**config.mk**
```make
export PLATFORM = sky130hd
export DESIGN_NAME = multichannel_autorange_moving_average_core
export DESIGN_NICKNAME = d
export VERILOG_FILES = /design/src/mavg_pkg.sv /design/src/multichannel_autorange_moving_average_core.sv /design/src/mavg_div.sv
export SDC_FILE = /design/constraint.sdc
export NUM_CORES = 2
export LEC_CHECK = 0
export ABC_AREA = 0
export BUFFER_PORTS_ARGS = -buffer_cell sky130_fd_sc_hd__buf_4
export CORE_ASPECT_RATIO = 1.4
export CORE_MARGIN = 2
export CORE_UTILIZATION = 55
export DETAILED_ROUTE_END_ITERATION = 12
export GPL_TIMING_DRIVEN = 0
export PLACE_DENSITY_LB_ADDON = 0.1
export REMOVE_ABC_BUFFERS = 1
export SKIP_LAST_GASP = 1
export SLEW_MARGIN = 20
export SYNTH_ARGS = -nofsm -noshare
export SYNTH_HDL_FRONTEND = slang
export SYNTH_SLANG_ARGS = --single-unit
```
**constraint.sdc**
```tcl
create_clock -name clk_i -period 18 [get_ports clk_i]
set_input_delay 1.8 -clock clk_i [delete_from_list [all_inputs] [get_ports clk_i]]
set_output_delay 1.8 -clock clk_i [all_outputs]
set_load 0.005 [all_outputs]
```
**src/mavg_pkg.sv**
```systemverilog
// ----------------------------------------------------------------------------
// mavg_pkg
// Shared widths, defaults and register indexes of the moving average core.
// ----------------------------------------------------------------------------
package mavg_pkg;

  // Default sizing
  localparam int CHANNELS_DEF    = 10;
  localparam int WINDOW_DEF      = 10;
  localparam int SAMPLE_BITS_DEF = 10;

  // Fixed field widths
  localparam int RAW_W    = 10;
  localparam int CFG_W    = 10;
  localparam int OUT_W    = 10;
  localparam int CH_OUT_W = 4;

  // Configuration port
  localparam int                 CFG_IDX_W       = 1;
  localparam logic [CFG_IDX_W-1:0] REG_OUTPUT_LOW  = 1'b0;
  localparam logic [CFG_IDX_W-1:0] REG_OUTPUT_HIGH = 1'b1;

  // Register reset values
  localparam logic [CFG_W-1:0] OUTPUT_LOW_RST  = 10'd0;
  localparam logic [CFG_W-1:0] OUTPUT_HIGH_RST = 10'd128;

endpackage

```
**src/multichannel_autorange_moving_average_core.sv**
```systemverilog
// Items are processed one at a time, each through the ten-step radix-2 divide of the
// scaling quotient (skipped on a flat range); no new item is taken until the current
// one is emitted, and a result left waiting stalls the input.
// Reset: asynchronous, active low; clears channel position, window slot and window
// sums, loads register reset values, sets low marks to all ones and high marks to
// zero; window entries read as zero until the slot pointer first wraps.
// ----------------------------------------------------------------------------
// multichannel_autorange_moving_average_core
// Round-robin auto-ranging normalizer with a per-channel moving average.
// ----------------------------------------------------------------------------
module multichannel_autorange_moving_average_core #(
  parameter int CHANNELS    = mavg_pkg::CHANNELS_DEF,
  parameter int WINDOW      = mavg_pkg::WINDOW_DEF,
  parameter int SAMPLE_BITS = mavg_pkg::SAMPLE_BITS_DEF
) (
  input  logic                           clk_i,
  input  logic                           rst_ni,
  input  logic                           cfg_we_i,
  input  logic [mavg_pkg::CFG_IDX_W-1:0] cfg_index_i,
  input  logic [mavg_pkg::CFG_W-1:0]     cfg_data_i,
  input  logic                           in_valid_i,
  output logic                           in_ready_o,
  input  logic [mavg_pkg::RAW_W-1:0]     raw_sample_i,
  output logic                           out_valid_o,
  input  logic                           out_ready_i,
  output logic [mavg_pkg::CH_OUT_W-1:0]  channel_o,
  output logic [mavg_pkg::CH_OUT_W-1:0]  next_input_o,
  output logic [mavg_pkg::OUT_W-1:0]     filtered_value_o,
  output logic                           frame_end_o
);
  import mavg_pkg::*;

  localparam int SB    = SAMPLE_BITS;
  localparam int CH_W  = (CHANNELS > 1) ? $clog2(CHANNELS) : 1;
  localparam int SL_W  = $clog2(WINDOW);
  localparam int DEPTH = CHANNELS * WINDOW;
  localparam int AW    = $clog2(DEPTH);
  localparam int SUM_W = OUT_W + $clog2(WINDOW);
  localparam int NUM_W = SB + OUT_W;

  // Reciprocal of the window length: exact floor division for any window sum
  localparam int               AVG_SH  = SUM_W + $clog2(WINDOW);
  localparam int               RCP_W   = SUM_W + 1;
  localparam int               APR_W   = 2 * SUM_W;
  localparam logic [RCP_W-1:0] AVG_RCP = RCP_W'(((1 << AVG_SH) + WINDOW - 1) / WINDOW);

  typedef enum logic [6:0] {
    S_IDLE  = 7'b0000001,
    S_RANGE = 7'b0000010,
    S_MUL   = 7'b0000100,
    S_DIV   = 7'b0001000,
    S_SUM   = 7'b0010000,
    S_AVG   = 7'b0100000,
    S_EMIT  = 7'b1000000
  } state_e;

  state_e state_q, state_d;

  logic [CFG_W-1:0] out_low_q, out_high_q;
  logic [CH_W-1:0]  ch_q;
  logic [SL_W-1:0]  slot_q;
  logic             lap_q;
  logic [SB-1:0]    lo_q  [CHANNELS];
  logic [SB-1:0]    hi_q  [CHANNELS];
  logic [SUM_W-1:0] sum_q [CHANNELS];
  logic [OUT_W-1:0] win_mem [DEPTH];
  logic [OUT_W-1:0] rd_q;
  logic [AW-1:0]    addr_q, addr;

  logic [SB-1:0]    x_q, x_in, lo_new, hi_new;
  logic [SB+RAW_W-1:0] raw_ext;
  logic [SB-1:0]    diff_q, den_q;
  logic [CFG_W-1:0] span, span_q;
  logic             flat_q;
  logic [OUT_W-1:0] s_q;
  logic [SUM_W-1:0] old_val, sum_new;
  logic [NUM_W-1:0] prod;
  logic [APR_W-1:0] avg_prod;
  logic [OUT_W-1:0] avg_q;

  logic             div_start, div_done;
  logic [OUT_W-1:0] div_quot;

  logic             out_valid_q;
  logic             last_ch;
  logic [CH_W-1:0]  next_ch;
  logic [4:0]       nx, conv;

  // Take the sample and its range-mark updates
  assign raw_ext = {{SB{1'b0}}, raw_sample_i};
  assign x_in    = raw_ext[SB-1:0];
  assign lo_new  = (x_q < lo_q[ch_q]) ? x_q : lo_q[ch_q];
  assign hi_new  = (x_q > hi_q[ch_q]) ? x_q : hi_q[ch_q];
  assign span    = (out_high_q >= out_low_q) ? (out_high_q - out_low_q) : '0;
  assign addr    = AW'(ch_q) * AW'(WINDOW) + AW'(slot_q);

  // Window update: drop the oldest value, add the new one
  assign old_val = lap_q ? SUM_W'(rd_q) : '0;
  assign sum_new = sum_q[ch_q] - old_val + SUM_W'(s_q);
  assign prod    = NUM_W'(diff_q) * NUM_W'(span_q);

  // Average the window by multiplying with the reciprocal
  assign avg_prod = APR_W'(sum_q[ch_q]) * APR_W'(AVG_RCP);

  // Feed the divider with the scaling quotient
  assign div_start = (state_q == S_MUL) && !flat_q;

  mavg_div #(
    .NUM_W (NUM_W),
    .DEN_W (SB)
  ) u_div (
    .clk_i   (clk_i),
    .rst_ni  (rst_ni),
    .start_i (div_start),
    .num_i   (prod),
    .den_i   (den_q),
    .done_o  (div_done),
    .quot_o  (div_quot)
  );

  // Round-robin position and converter input mapping
  assign last_ch = (ch_q == CH_W'(CHANNELS - 1));
  assign next_ch = last_ch ? '0 : ch_q + CH_W'(1);
  assign nx      = 5'(next_ch);
  assign conv    = (nx < 5'd2) ? nx : nx + 5'd2;

  // Sequencer
  always_comb begin
    state_d = state_q;
    unique case (state_q)
      S_IDLE:  if (in_valid_i) state_d = S_RANGE;
      S_RANGE: state_d = S_MUL;
      S_MUL:   state_d = flat_q ? S_SUM : S_DIV;
      S_DIV:   if (div_done) state_d = S_SUM;
      S_SUM:   state_d = S_AVG;
      S_AVG:   state_d = S_EMIT;
      S_EMIT:  if (!out_valid_q || out_ready_i) state_d = S_IDLE;
      default: state_d = S_IDLE;
    endcase
  end

  assign in_ready_o = (state_q == S_IDLE);

  // Control state, registers, marks and sums
  always_ff @(posedge clk_i or negedge rst_ni) begin
    if (!rst_ni) begin
      state_q     <= S_IDLE;
      out_low_q   <= OUTPUT_LOW_RST;
      out_high_q  <= OUTPUT_HIGH_RST;
      ch_q        <= '0;
      slot_q      <= '0;
      lap_q       <= 1'b0;
      out_valid_q <= 1'b0;
      for (int i = 0; i < CHANNELS; i++) begin
        lo_q[i]  <= '1;
        hi_q[i]  <= '0;
        sum_q[i] <= '0;
      end
    end else begin
      state_q <= state_d;
      if (cfg_we_i) begin
        unique case (cfg_index_i)
          REG_OUTPUT_LOW:  out_low_q  <= cfg_data_i;
          REG_OUTPUT_HIGH: out_high_q <= cfg_data_i;
          default: ;
        endcase
      end
      if (state_q == S_RANGE) begin
        lo_q[ch_q] <= lo_new;
        hi_q[ch_q] <= hi_new;
      end
      if (state_q == S_SUM) begin
        sum_q[ch_q] <= sum_new;
      end
      // Release the item and advance position and slot
      if (state_q == S_EMIT && (!out_valid_q || out_ready_i)) begin
        out_valid_q <= 1'b1;
        ch_q        <= next_ch;
        if (last_ch) begin
          if (slot_q == SL_W'(WINDOW - 1)) begin
            slot_q <= '0;
            lap_q  <= 1'b1;
          end else begin
            slot_q <= slot_q + SL_W'(1);
          end
        end
      end else if (out_valid_q && out_ready_i) begin
        out_valid_q <= 1'b0;
      end
    end
  end

  // Datapath registers and window memory
  always_ff @(posedge clk_i) begin
    if (state_q == S_IDLE && in_valid_i) begin
      x_q    <= x_in;
      addr_q <= addr;
      rd_q   <= win_mem[addr];
    end
    if (state_q == S_RANGE) begin
      diff_q <= x_q - lo_new;
      den_q  <= hi_new - lo_new;
      span_q <= span;
      flat_q <= (hi_new <= lo_new) || (span == '0);
    end
    if (state_q == S_MUL && flat_q) begin
      s_q <= out_low_q;
    end
    if (state_q == S_DIV && div_done) begin
      s_q <= OUT_W'(out_low_q + div_quot);
    end
    if (state_q == S_SUM) begin
      win_mem[addr_q] <= s_q;
    end
    if (state_q == S_AVG) begin
      avg_q <= avg_prod[AVG_SH +: OUT_W];
    end
    if (state_q == S_EMIT && (!out_valid_q || out_ready_i)) begin
      channel_o        <= CH_OUT_W'(ch_q);
      next_input_o     <= conv[CH_OUT_W-1:0];
      filtered_value_o <= avg_q;
      frame_end_o      <= last_ch;
    end
  end

  assign out_valid_o = out_valid_q;

endmodule

```
**src/mavg_div.sv**
```systemverilog
// ----------------------------------------------------------------------------
// mavg_div
// Radix-2 restoring divider, one quotient bit per cycle. The caller
// guarantees the quotient fits NUM_W-DEN_W bits (num >> QB below den).
// ----------------------------------------------------------------------------
module mavg_div #(
  parameter int NUM_W = 20,
  parameter int DEN_W = 10
) (
  input  logic                     clk_i,
  input  logic                     rst_ni,
  input  logic                     start_i,
  input  logic [NUM_W-1:0]         num_i,
  input  logic [DEN_W-1:0]         den_i,
  output logic                     done_o,
  output logic [NUM_W-DEN_W-1:0]   quot_o
);
  localparam int QB    = NUM_W - DEN_W;
  localparam int CNT_W = $clog2(QB + 1);

  logic             busy_q;
  logic             done_q;
  logic [CNT_W-1:0] cnt_q;
  logic [DEN_W-1:0] rem_q, rem_d;
  logic [QB-1:0]    lowq_q, lowq_d;
  logic [DEN_W-1:0] den_q;
  logic [DEN_W:0]   trial;
  logic             ge;

  // Shift in the next dividend bit and subtract when it fits
  always_comb begin
    trial  = {rem_q, lowq_q[QB-1]};
    ge     = (trial >= {1'b0, den_q});
    rem_d  = ge ? DEN_W'(trial - {1'b0, den_q}) : trial[DEN_W-1:0];
    lowq_d = {lowq_q[QB-2:0], ge};
  end

  // Sequence the steps
  always_ff @(posedge clk_i or negedge rst_ni) begin
    if (!rst_ni) begin
      busy_q <= 1'b0;
      done_q <= 1'b0;
      cnt_q  <= '0;
    end else if (start_i) begin
      busy_q <= 1'b1;
      done_q <= 1'b0;
      cnt_q  <= '0;
    end else if (busy_q) begin
      cnt_q <= cnt_q + CNT_W'(1);
      if (cnt_q == CNT_W'(QB - 1)) begin
        busy_q <= 1'b0;
        done_q <= 1'b1;
      end
    end else begin
      done_q <= 1'b0;
    end
  end

  // Hold the partial remainder and the quotient shift register
  always_ff @(posedge clk_i) begin
    if (start_i) begin
      rem_q  <= num_i[QB +: DEN_W];
      lowq_q <= num_i[QB-1:0];
      den_q  <= den_i;
    end else if (busy_q) begin
      rem_q  <= rem_d;
      lowq_q <= lowq_d;
    end
  end

  assign done_o = done_q;
  assign quot_o = lowq_q;

endmodule

```
==> results.json <==
{
  "status": "finished clean",
  "place_inst": 6067,
  "placed_cell_area_um2": 73700,
  "cts_hold_buf": 0,
  "synthArstFlopShare_pct": 25.4,
  "cap_viol_max_count": 0,
  "synthTopCellsByCount": "edfxtp_1, nand2_1, mux4_2",
  "cp.required_ns": 18.53,
  "hold_class": "flip-flop to flip-flop",
  "post_cts_buffers": 0,
  "tritoncts": "done",
  "ir_worst_vdd_uv": 186,
  "final_nets": 4976,
  "worst_r2r_endpoint": "avg_q[9]",
  "finalNonFillerCells": 6337,
  "critPathKind": "flip-flop to flip-flop",
  "clock_path_buffers": 3,
  "die_h_um": 427,
  "grt_max_degree": 87,
  "postRouteWirelength_mm": 156,
  "tns_ns": 0,
  "synthCells": 4502,
  "finalCoreUtilization_pct": 61.9,
  "ys_ff_latch": 1510,
  "clkSinkCount": 1510,
  "synth_top_area_share_pct": 48.2,
  "rsz0062_at_grt": "false",
  "place_congestion": 0.847,
  "min_path_cells": 0,
  "hold-worst-slack_ns": 0.417,
  "avgSynthCellArea_um2": 15.6,
  "drt_iter0_markers": 2980,
  "clock_latency_ns": 0.79,
  "stdcell_area_um2": 78600,
  "synth-edff-count": 1127,
  "power_leakage_nw": 29.2,
  "cp_slowest_cell": "dfrtp_4",
  "drc": 0,
  "worstPathMaxFanout": 25,
  "r2r-start": "ch_q[0]",
  "antenna_found_initial": 0,
  "hold_violations": 0,
  "initial_core_util_pct": 55.2,
  "htreeDepth": 4,
  "die_w_um": 306,
  "firstDrtPassIters": 7,
  "hold_path_end": "filtered_value_o[6]",
  "power.density_nw_per_um2": 133,
  "r2r_setup_slack_ns": 9.95,
  "tightest_slew_ns": 1.14,
  "synth.distinct_cells": 78,
  "worst-r2r-cell-count": 29,
  "die_area_um2": 130000,
  "period_minus_slack_ns": 8.05,
  "num_rows": 155,
  "totalPowerFinal_mw": 10.5,
  "cts-root-buf": "clkbuf_16",
  "antenna_cells": 0,
  "grt_pass1_vias": 39128,
  "ys.flop_type": "edfxtp_1",
  "finalMaxSlewViolations": 0,
  "fmax_mhz": 124,
  "min_period_over_period_pct": 44.7,
  "finalSetupViolCount": 0,
  "core_area_um2": 127000,
  "final.setup.worst_slack_ns": 9.95,
  "fin_skew_ns": 0.0236,
  "clk_pin_slew_worst_paths_ns": 0.05,
  "cp-start-kind": "flip-flop",
  "max_stage_delay_ns": 0.73,
  "arrival_ns": 8.58,
  "yosysSeqAreaShare_pct": 62.1,
  "cts_resized": 0,
  "slew_headroom_pct": 23.8,
  "numCtsBuffers": 148,
  "ys_warn_count": 0,
  "dp_slack_ns": 9.90,
  "grt_use_total_pct": 24.7,
  "numPortBuffers": 46,
  "overflow": 0,
  "yosys.area.top_type": "edfxtp_1",
  "hpwl_mm": 106,
  "ys_top_cells_by_area": "edfxtp_1, mux4_2, dfrtp_1, ha_1, fa_1",
  "drive_gt1_share_pct": 23.1,
  "ant_nets": 0,
  "area_growth_pct": 12.0,
  "cp-end-kind": "flip-flop",
  "yosysMostFrequentCell": "edfxtp_1",
  "vias": 37362,
  "crit_top_cell": "inv_1",
  "min-delay-start": "avg_q[6]",
  "syn-cell-area_um2": 70200,
  "grt_pass1_wl_mm": 241,
  "wl_per_cell_um": 24.6,
  "ioPinCount": 47,
  "vias_per_cell": 5.90
}
[flip-flops by register name, summed over array words and instances, names as in the netlist, 7 cells and up]
register	flops
u_div.rem_q	10
win_mem	1000
state_q	7
u_div.quot_o	10
out_low_q	10
den_q	10
sum_q	140
x_q	10
diff_q	10
filtered_value_o	10
lo_q	100
out_high_q	10
addr_q	7
span_q	10
s_q	10
u_div.den_q	10
avg_q	10
rd_q	10
hi_q	100
[kinds of logic after synthesis]
family	Yosys count	share of synthesized area (%)
buffers and inverters	522	3.05
AO/OA/AOI/OAI	551	4.74
multiplexers	586	15.4
flip-flops	1510	62.1
XOR/XNOR	88	1.11
adder cells (fa/ha/maj)	381	8.28
AND/OR/NAND/NOR	864	5.37
[layout by cell type, fill, tap and decap left out, drive strengths merged, types with 59 or more instances in the layout]
cell type,Yosys,final
a21oi,94,94
buf,89,148
clkbuf,142,189
clkinv,0,59
dfrtp,281,281
dfstp,102,102
edfxtp,1127,1127
fa,139,139
ha,242,242
inv,291,297
mux2,173,173
mux4,374,374
nand2,447,447
nor2,193,193
o21ai,285,285
[layout make-up]
type | instances | area [um^2]
clock buffers | 189 | 4080
clock inverters | 81 | 751
fillers | 9335 | 48400
multi-input cells | 2470 | 24700
repair buffers | 148 | 2390
inverters | 291 | 1090
flip-flops and latches | 1510 | 43600
well taps | 1648 | 2060
[worst max-delay path: cells and delay by family, from the launching register on]
kind                       cells  cell delay [ns]
DFF                            1             0.73
adders and majority gates      7             3.03
xor gates and xnor gates       1             0.07
buffers and inverters         10             1.29
AOI/OAI and AO/OA              8             1.72
and+or+nand+nor                3             0.89
[power breakdown]
group / internal [mW] / total, mW / switching [mW]
clock: 1.77 / 3.10 / 1.33
sequential: 3.90 / 4.01 / 0.101
combinational: 1.37 / 3.37 / 2.00
[metal layers]
| metal | GRT usage (%) | share of wire, % |
|---|---|---|
| met2 | 43.9 | 53 |
| met1 | 31.4 | 39 |
| met3 | 2.99 | 4.1 |
| met4 | 8.84 | 3.3 |
| met5 | 0 | 0 |
[worst max path at each step]
stage                     startpoint        to  slack (ns)
after floorplan            slot_q[0]   rd_q[0]        6.70
after detailed placement     ch_q[0]  avg_q[9]        9.90
after global placement       ch_q[0]   rd_q[4]        0.76
final                        ch_q[0]  avg_q[9]        9.95
after global routing         ch_q[0]  avg_q[9]        9.49
after CTS                    ch_q[0]  avg_q[9]        9.87
No activity file was read; power rests on OpenSTA's default activity.
